File: src/rtl/swt_pkg.sv
// Package for the shell word tokenizer: result and state types, codes and constants.
// Used by swt_step, swt_out and shell_word_tokenizer; depends on nothing.
`timescale 1ns / 1ps

package swt_pkg;

  // most results one request can cause
  localparam int MAX_RES = 3;

  // input op codes
  localparam logic OP_CHAR = 1'b0;
  localparam logic OP_EOL  = 1'b1;

  // result kinds
  localparam logic [1:0] KIND_CHAR = 2'd0;
  localparam logic [1:0] KIND_EOW  = 2'd1;
  localparam logic [1:0] KIND_EOL  = 2'd2;

  // word modes
  localparam logic [1:0] MODE_GAP  = 2'd0;
  localparam logic [1:0] MODE_BARE = 2'd1;
  localparam logic [1:0] MODE_SQ   = 2'd2;
  localparam logic [1:0] MODE_DQ   = 2'd3;

  // special bytes
  localparam logic [7:0] CH_BSLASH  = 8'h5C;
  localparam logic [7:0] CH_SQUOTE  = 8'h27;
  localparam logic [7:0] CH_DQUOTE  = 8'h22;
  localparam logic [7:0] CH_DOLLAR  = 8'h24;
  localparam logic [7:0] CH_NEWLINE = 8'h0A;
  localparam logic [7:0] DELIM_RESET = 8'h20;
  localparam logic [7:0] COUNT_MAX   = 8'hFF;

  typedef struct packed {
    logic [1:0] kind;
    logic [7:0] ch;
    logic [7:0] idx;
    logic       last;
  } res_t;

  typedef res_t [MAX_RES-1:0] bundle_t;

  typedef struct packed {
    logic [1:0] mode;
    logic       quote_pending;
    logic       escape_pending;
    logic       word_has_chars;
    logic [7:0] word_count;
  } state_t;

  // results of one request, handed to the output buffer
  typedef struct packed {
    logic       load;
    logic [1:0] count;
    bundle_t    res;
  } load_t;

  // bytes that a backslash escapes inside double quotes
  function automatic logic dq_escapable(input logic [7:0] b);
    return (b == CH_DOLLAR) || (b == CH_DQUOTE) || (b == CH_BSLASH) || (b == CH_NEWLINE);
  endfunction

endpackage

File: src/rtl/swt_step.sv
// Next-state and result logic for one request of the shell word tokenizer.
// Purely combinational; depends on swt_pkg.
`timescale 1ns / 1ps

module swt_step (
  input  swt_pkg::state_t  state,
  input  logic [7:0]       delimiter,
  input  logic             op,
  input  logic [7:0]       char_in,
  output swt_pkg::state_t  state_next,
  output swt_pkg::bundle_t res,
  output logic [1:0]       count
);
  import swt_pkg::*;

  // walk the request in model order, appending results at slot k
  always_comb begin
    state_t     s;
    bundle_t    r;
    logic [1:0] k;
    logic [7:0] q;
    logic       done;

    s    = state;
    r    = '0;
    k    = 2'd0;
    done = 1'b0;
    q    = (state.mode == MODE_SQ) ? CH_SQUOTE : CH_DQUOTE;

    if (op == OP_EOL) begin
      // close any open word, then mark end of line
      if (s.mode == MODE_BARE) begin
        r[k] = '{KIND_EOW, 8'd0, s.word_count, 1'b0};
        k = k + 2'd1;
        if (s.word_count != COUNT_MAX) s.word_count = s.word_count + 8'd1;
      end else if (s.mode == MODE_SQ || s.mode == MODE_DQ) begin
        if (s.mode == MODE_DQ && s.escape_pending) begin
          r[k] = '{KIND_CHAR, CH_BSLASH, s.word_count, 1'b0};
          k = k + 2'd1;
          s.word_has_chars = 1'b1;
        end
        if (s.word_has_chars) begin
          r[k] = '{KIND_EOW, 8'd0, s.word_count, 1'b0};
          k = k + 2'd1;
          if (s.word_count != COUNT_MAX) s.word_count = s.word_count + 8'd1;
        end
      end
      r[k] = '{KIND_EOL, 8'd0, s.word_count, 1'b0};
      k = k + 2'd1;
      s = '0;
    end else begin
      // quote seen in quoted mode: doubled quote or closing quote
      if (s.mode[1] && s.quote_pending) begin
        s.quote_pending = 1'b0;
        if (char_in == q) begin
          done = 1'b1;
        end else begin
          if (s.word_has_chars) begin
            r[k] = '{KIND_EOW, 8'd0, s.word_count, 1'b0};
            k = k + 2'd1;
            if (s.word_count != COUNT_MAX) s.word_count = s.word_count + 8'd1;
            s.word_has_chars = 1'b0;
          end
          s.mode = MODE_GAP;
        end
      end
      // escape inside quotes
      if (!done && s.mode[1] && s.escape_pending) begin
        s.escape_pending = 1'b0;
        if (s.mode == MODE_DQ && !dq_escapable(char_in)) begin
          r[k] = '{KIND_CHAR, CH_BSLASH, s.word_count, 1'b0};
          k = k + 2'd1;
        end
        r[k] = '{KIND_CHAR, char_in, s.word_count, 1'b0};
        k = k + 2'd1;
        s.word_has_chars = 1'b1;
        done = 1'b1;
      end
      // escape in a bare word
      if (!done && s.mode == MODE_BARE && s.escape_pending) begin
        s.escape_pending = 1'b0;
        r[k] = '{KIND_CHAR, char_in, s.word_count, 1'b0};
        k = k + 2'd1;
        s.word_has_chars = 1'b1;
        done = 1'b1;
      end
      // between words: skip delimiters, open quoted or bare word
      if (!done && s.mode == MODE_GAP) begin
        if (char_in == delimiter) begin
          done = 1'b1;
        end else if (char_in == CH_SQUOTE) begin
          s.mode = MODE_SQ;
          done = 1'b1;
        end else if (char_in == CH_DQUOTE) begin
          s.mode = MODE_DQ;
          done = 1'b1;
        end else begin
          s.mode = MODE_BARE;
        end
      end
      if (!done) begin
        if (s.mode == MODE_BARE) begin
          // bare word body
          if (char_in == delimiter) begin
            r[k] = '{KIND_EOW, 8'd0, s.word_count, 1'b0};
            k = k + 2'd1;
            if (s.word_count != COUNT_MAX) s.word_count = s.word_count + 8'd1;
            s.word_has_chars = 1'b0;
            s.mode = MODE_GAP;
          end else if (char_in == CH_BSLASH) begin
            s.escape_pending = 1'b1;
          end else if (char_in != CH_SQUOTE && char_in != CH_DQUOTE) begin
            r[k] = '{KIND_CHAR, char_in, s.word_count, 1'b0};
            k = k + 2'd1;
            s.word_has_chars = 1'b1;
          end
        end else begin
          // quoted word body
          if (char_in == q) begin
            s.quote_pending = 1'b1;
          end else if (char_in == CH_BSLASH) begin
            s.escape_pending = 1'b1;
          end else begin
            r[k] = '{KIND_CHAR, char_in, s.word_count, 1'b0};
            k = k + 2'd1;
            s.word_has_chars = 1'b1;
          end
        end
      end
    end

    // flag the final result of this request
    for (int i = 0; i < MAX_RES; i++) begin
      r[i].last = (k != 2'd0) && (2'(i) == k - 2'd1);
    end

    state_next = s;
    res        = r;
    count      = k;
  end

endmodule

File: src/rtl/swt_out.sv
// Result buffer of the shell word tokenizer: holds the results of one request
// and hands them out one per cycle while out_stall is low. Depends on swt_pkg.
`timescale 1ns / 1ps

module swt_out (
  input  logic           clk,
  input  logic           rst,
  input  swt_pkg::load_t ld,
  input  logic           out_stall,
  output logic           out_valid,
  output swt_pkg::res_t  head,
  output logic           busy
);
  import swt_pkg::*;

  bundle_t    slots;
  logic [1:0] cnt;
  logic       pop;

  assign out_valid = (cnt != 2'd0);
  assign pop       = out_valid && !out_stall;
  assign head      = slots[0];
  // cannot take a new request unless at most the head remains and leaves now
  assign busy      = (cnt > 2'd1) || (out_valid && out_stall);

  // result count
  always_ff @(posedge clk) begin
    if (rst) begin
      cnt <= 2'd0;
    end else if (ld.load) begin
      cnt <= ld.count;
    end else if (pop) begin
      cnt <= cnt - 2'd1;
    end
  end

  // result slots, shifted toward the head as results leave
  always_ff @(posedge clk) begin
    if (ld.load) begin
      slots <= ld.res;
    end else if (pop) begin
      for (int i = 0; i < MAX_RES - 1; i++) begin
        slots[i] <= slots[i+1];
      end
      slots[MAX_RES-1] <= '0;
    end
  end

endmodule

File: src/rtl/shell_word_tokenizer.sv
// Shell word tokenizer top level: tokenizer state, delimiter register and result buffer.
// Latency: the first result of a request appears the cycle after it is accepted.
// Throughput: one request per cycle while out_stall is low and each causes at most one
// result; a request with more results holds the input until only its last result is left.
// Reset: clears the tokenizer state and the buffer, delimiter returns to 0x20.
`timescale 1ns / 1ps

module shell_word_tokenizer (
  input  logic       clk,
  input  logic       rst,
  input  logic       cfg_wr_en,
  input  logic [7:0] cfg_wr_data,
  input  logic       in_valid,
  output logic       in_stall,
  input  logic       op,
  input  logic [7:0] char_in,
  output logic       out_valid,
  input  logic       out_stall,
  output logic [1:0] kind,
  output logic [7:0] char_out,
  output logic [7:0] word_index,
  output logic       last_of_run
);
  import swt_pkg::*;

  logic [7:0] delimiter;
  state_t     state;
  state_t     state_next;
  bundle_t    res;
  logic [1:0] count;
  load_t      ld;
  res_t       head;
  logic       busy;
  logic       accept;

  assign in_stall = busy;
  assign accept   = in_valid && !busy;

  // delimiter register
  always_ff @(posedge clk) begin
    if (rst) begin
      delimiter <= DELIM_RESET;
    end else if (cfg_wr_en) begin
      delimiter <= cfg_wr_data;
    end
  end

  // tokenizer state, advanced once per accepted request
  always_ff @(posedge clk) begin
    if (rst) begin
      state <= '0;
    end else if (accept) begin
      state <= state_next;
    end
  end

  swt_step u_step (
    .state      (state),
    .delimiter  (delimiter),
    .op         (op),
    .char_in    (char_in),
    .state_next (state_next),
    .res        (res),
    .count      (count)
  );

  // load the buffer with this request's results
  always_comb begin
    ld.load  = accept;
    ld.count = count;
    ld.res   = res;
  end

  swt_out u_out (
    .clk       (clk),
    .rst       (rst),
    .ld        (ld),
    .out_stall (out_stall),
    .out_valid (out_valid),
    .head      (head),
    .busy      (busy)
  );

  assign kind        = head.kind;
  assign char_out    = head.ch;
  assign word_index  = head.idx;
  assign last_of_run = head.last;

endmodule
File: config.mk
export PLATFORM = sky130hd
export DESIGN_NAME = shell_word_tokenizer
export DESIGN_NICKNAME = d
export VERILOG_FILES = /design/src/rtl/swt_pkg.sv /design/src/rtl/swt_step.sv /design/src/rtl/swt_out.sv /design/src/rtl/shell_word_tokenizer.sv
export SDC_FILE = /design/constraint.sdc
export NUM_CORES = 1
export LEC_CHECK = 0
export BUFFER_PORTS_ARGS = -buffer_cell sky130_fd_sc_hd__buf_2
export CORE_UTILIZATION = 60
export DETAILED_ROUTE_END_ITERATION = 16
export GPL_TIMING_DRIVEN = 0
export PLACE_DENSITY = 0.9
export SLEW_MARGIN = 20
export SYNTH_ARGS = -nofsm -noshare
export SYNTH_HDL_FRONTEND = slang
export SYNTH_SLANG_ARGS = --single-unit
File: constraint.sdc
create_clock -name clk -period 14.22 [get_ports clk]
set_clock_uncertainty 0.05 [all_clocks]
set_input_delay 1.422 -clock clk [delete_from_list [all_inputs] [get_ports clk]]
set_output_delay 1.422 -clock clk [all_outputs]
set_load 0.05 [all_outputs]
==> results.py <==
metrics = {
    "status": {
        "status": "completed",
    },
    "clock_network": {
        "cts_tree": "yes",
        "clk_latency_ns": 0.36,
        "cts.sinks": 80,
        "hold_buffers": 0,
        "htree_levels": 3,
        "numCtsBuffers": 9,
        "cts.clk_slew.worst_paths_ns": 0.08,
        "cts_resized": 0,
        "post-cts-setup-buffers": 0,
        "cts-root-buf": "clkbuf_8",
        "clockBufferDepth": 2,
    },
    "synthesis": {
        "synth_compound_area_share_pct": 24.2,
        "synth_top_family_by_area": "compound AO/OA/AOI/OAI gates",
        "synth_ff_type": "edfxtp_1",
        "ys_ff_latch": 80,
        "synth_xor_area_share_pct": 2.50,
        "yosys.area_share.simple_pct": 20.3,
        "yosysWarnings": 0,
        "yosysUniqueCellTypes": 82,
        "synth-seq-area-share_pct": 38.7,
        "syn_nets": 673,
        "syn-cell-area_um2": 5610,
        "synth.avg_cell_area_um2": 8.85,
        "synthesis.instances": 634,
        "synth_edf_count": 57,
        "synthMuxAreaShare_pct": 3.41,
        "synthAdderAreaFrac_pct": 3.79,
        "ys_async_sr_fraction_pct": 0,
    },
    "pwr": {
        "vdd_drop_max_uv": 82.9,
        "power_density_nw_per_um2": 156,
        "leakage_nw": 2.34,
    },
    "cells_and_area": {
        "instances_no_fill": 796,
        "drive_gt1_share_pct": 15.6,
        "fillers": 695,
        "layout.nets": 722,
        "antennaDiodeCount": 0,
        "areaGrowthSynthToFinish_pct": 9.84,
    },
    "min_path": {
        "hold_path.class": "reg -> reg",
    },
    "drt": {
        "drtIter0Drc": 515,
        "drt_pre_antenna_iters": 5,
        "routed_wl_mm": 16.6,
        "post-route-drc-count": 0,
        "viasPerCell": 6.60,
        "vias": 5250,
        "avgRoutedWirePerCell_um": 20.9,
        "drtAntennaViolNets": 0,
    },
    "global_routing": {
        "grt_pass1_wl_mm": 26.4,
        "grt_use_total_pct": 35.4,
        "grt_max_degree": 28,
        "grt_pass1_vias": 4990,
        "overflow": 0,
        "antenna_found_initial": 0,
    },
    "sta": {
        "max_clock_freq_ghz": 0.172,
        "drv_slew": 0,
        "max_slew_margin_pct": 40.4,
        "tightest_slew_ns": 0.890,
        "final.period_utilization_pct": 40.9,
        "setup_viol": 0,
        "hold_violations": 0,
        "rsz0062_at_grt": "no",
        "fin_crit_ns": 5.82,
        "final.setup.tns_ns": 0,
    },
    "floorplanning": {
        "core_um2": 8890,
        "die_area_um2": 9740,
        "ios": 43,
        "initial_core_util_pct": 63.1,
        "die_h_um": 98.7,
        "num_rows": 34,
        "die_w_um": 98.7,
    },
    "setup_path": {
        "reg2reg_setup_slack_ns": 9.34,
        "critPathCaptureType": "flip-flop",
        "cp-start-kind": "input pin",
        "crit_arrival_ns": 5.89,
        "cp_max_fo": 9,
        "critical_path_class": "in -> reg",
        "critPathRequiredTime_ns": 14.29,
    },
    "place": {
        "gp_congestion": 1.01,
        "hpwlAfterDp_mm": 12.2,
        "portBuffers": 36,
        "placedCellCount": 780,
    },
    "flow_run": {
        "drv_cap": 0,
    },
}
per-stage QoR:
step	util, %	setup slack, ns	area [um2]	power (mW)	hold WS [ns]
2_1_floorplan	-	7.71	5610	0.702	0.424
3_3_place_gp	66.6	5.90	5920	0.794	0.445
3_5_place_dp	67.4	8.13	6000	0.811	0.466
4_1_cts	69.3	8.52	6160	0.956	0.474
5_1_grt	69.3	8.16	6160	1.00	0.495
6_report	69.3	8.40	6160	0.962	0.472
path summary, 6_finish.rpt:
check / startpoint / end / depth (start not counted)
worst max-delay path: char_in[0] / u_out.head[5] / 16
worst min-delay path: delimiter[0] / delimiter[0] / 2
worst max register to register: state[11] / u_out.head[5] / 15
worst min register to register: delimiter[0] / delimiter[0] / 2
kinds of logic (layout without fill, tap and decap cells):
group	Yosys count	in the layout
mux	18	18
buf+inv	78	132
xor+xnor	16	16
simple gates	231	231
compound gates	194	194
flops	80	80
fa+ha+maj	17	17
flip-flops by register name, indices dropped and copies added (netlist names):
register	flops
u_out.cnt	2
u_out.slots	38
u_out.head	19
state	13
delimiter	8
critical path, stage by stage:
cell	delay, ns
buf_2	0.18
or2_1	0.28
mux2i_2	0.36
a41o_1	0.30
nand4_1	0.24
inv_1	0.19
ha_1	0.27
o21ai_0	0.30
ha_1	0.30
o31ai_1	0.39
inv_1	0.12
ha_1	0.36
nand3_1	0.43
nand2_1	0.32
a221oi_1	0.36
nor2_1	0.08
synthesized netlist by cell type (all sizes together) (13+ instances only):
| master | number | area, um2 |
|---|---|---|
| nand3 | 13 | 65.1 |
| clkbuf | 30 | 114 |
| mux2i | 15 | 154 |
| a21oi | 43 | 219 |
| dfxtp | 23 | 460 |
| o21ai | 42 | 214 |
| inv | 22 | 82.6 |
| nor2 | 65 | 251 |
| nand2 | 79 | 297 |
| edfxtp | 57 | 1710 |
| ha | 17 | 213 |
| buf | 26 | 200 |
area by class of cell:
cell class	instances	area (um2)	share of cell area [%]
plain buffers	56	314	5.10
inverters	22	82.6	1.34
flip-flops and latches	80	2170	35.3
clock buffers	11	131	2.13
well taps	108	135	2.19
clock inverters	5	33.8	0.548
repair buffers	38	235	3.82
multi-input cells	476	3060	49.6
power breakdown:
part           switching [mW]  internal (mW)  leakage (nW)
Sequential             0.0259          0.362         0.763
Clock                  0.0875         0.0632        0.0793
Combinational           0.289          0.134          1.50
per-layer routing:
| layer | vias to the layer above | track usage, % | wire, um |
|---|---|---|---|
| met5 | - | 0 | 0 |
| met4 | 0 | 13.5 | 526 |
| met3 | 59 | 11.6 | 1920 |
| met2 | 305 | 52.8 | 7110 |
| met1 | 2456 | 48.0 | 7070 |
| li1 | 2430 | - | - |
cell usage in the layout (no fill, tap or decap), types with 6 or more instances in the layout:
cell	netlist	final
a21o_1	7	7
nand3_1	13	13
nor2b_1	6	6
nand2b_1	10	10
nand2_1	79	79
and2_1	8	8
o21ai_0	39	38
clkbuf_8	0	9
clkbuf_1	29	31
ha_1	17	17
buf_2	4	40
dfxtp_1	23	23
mux2i_1	14	14
inv_1	21	21
o211ai_1	8	8
nor2_1	64	64
a22o_1	11	11
xor2_1	11	11
buf_4	18	18
nor3_1	8	8
and3_1	11	11
edfxtp_1	57	57
o221ai_1	6	6
a21oi_1	42	42
a32o_1	6	6
a31oi_1	11	11
Power figures use the tool's default switching activity.
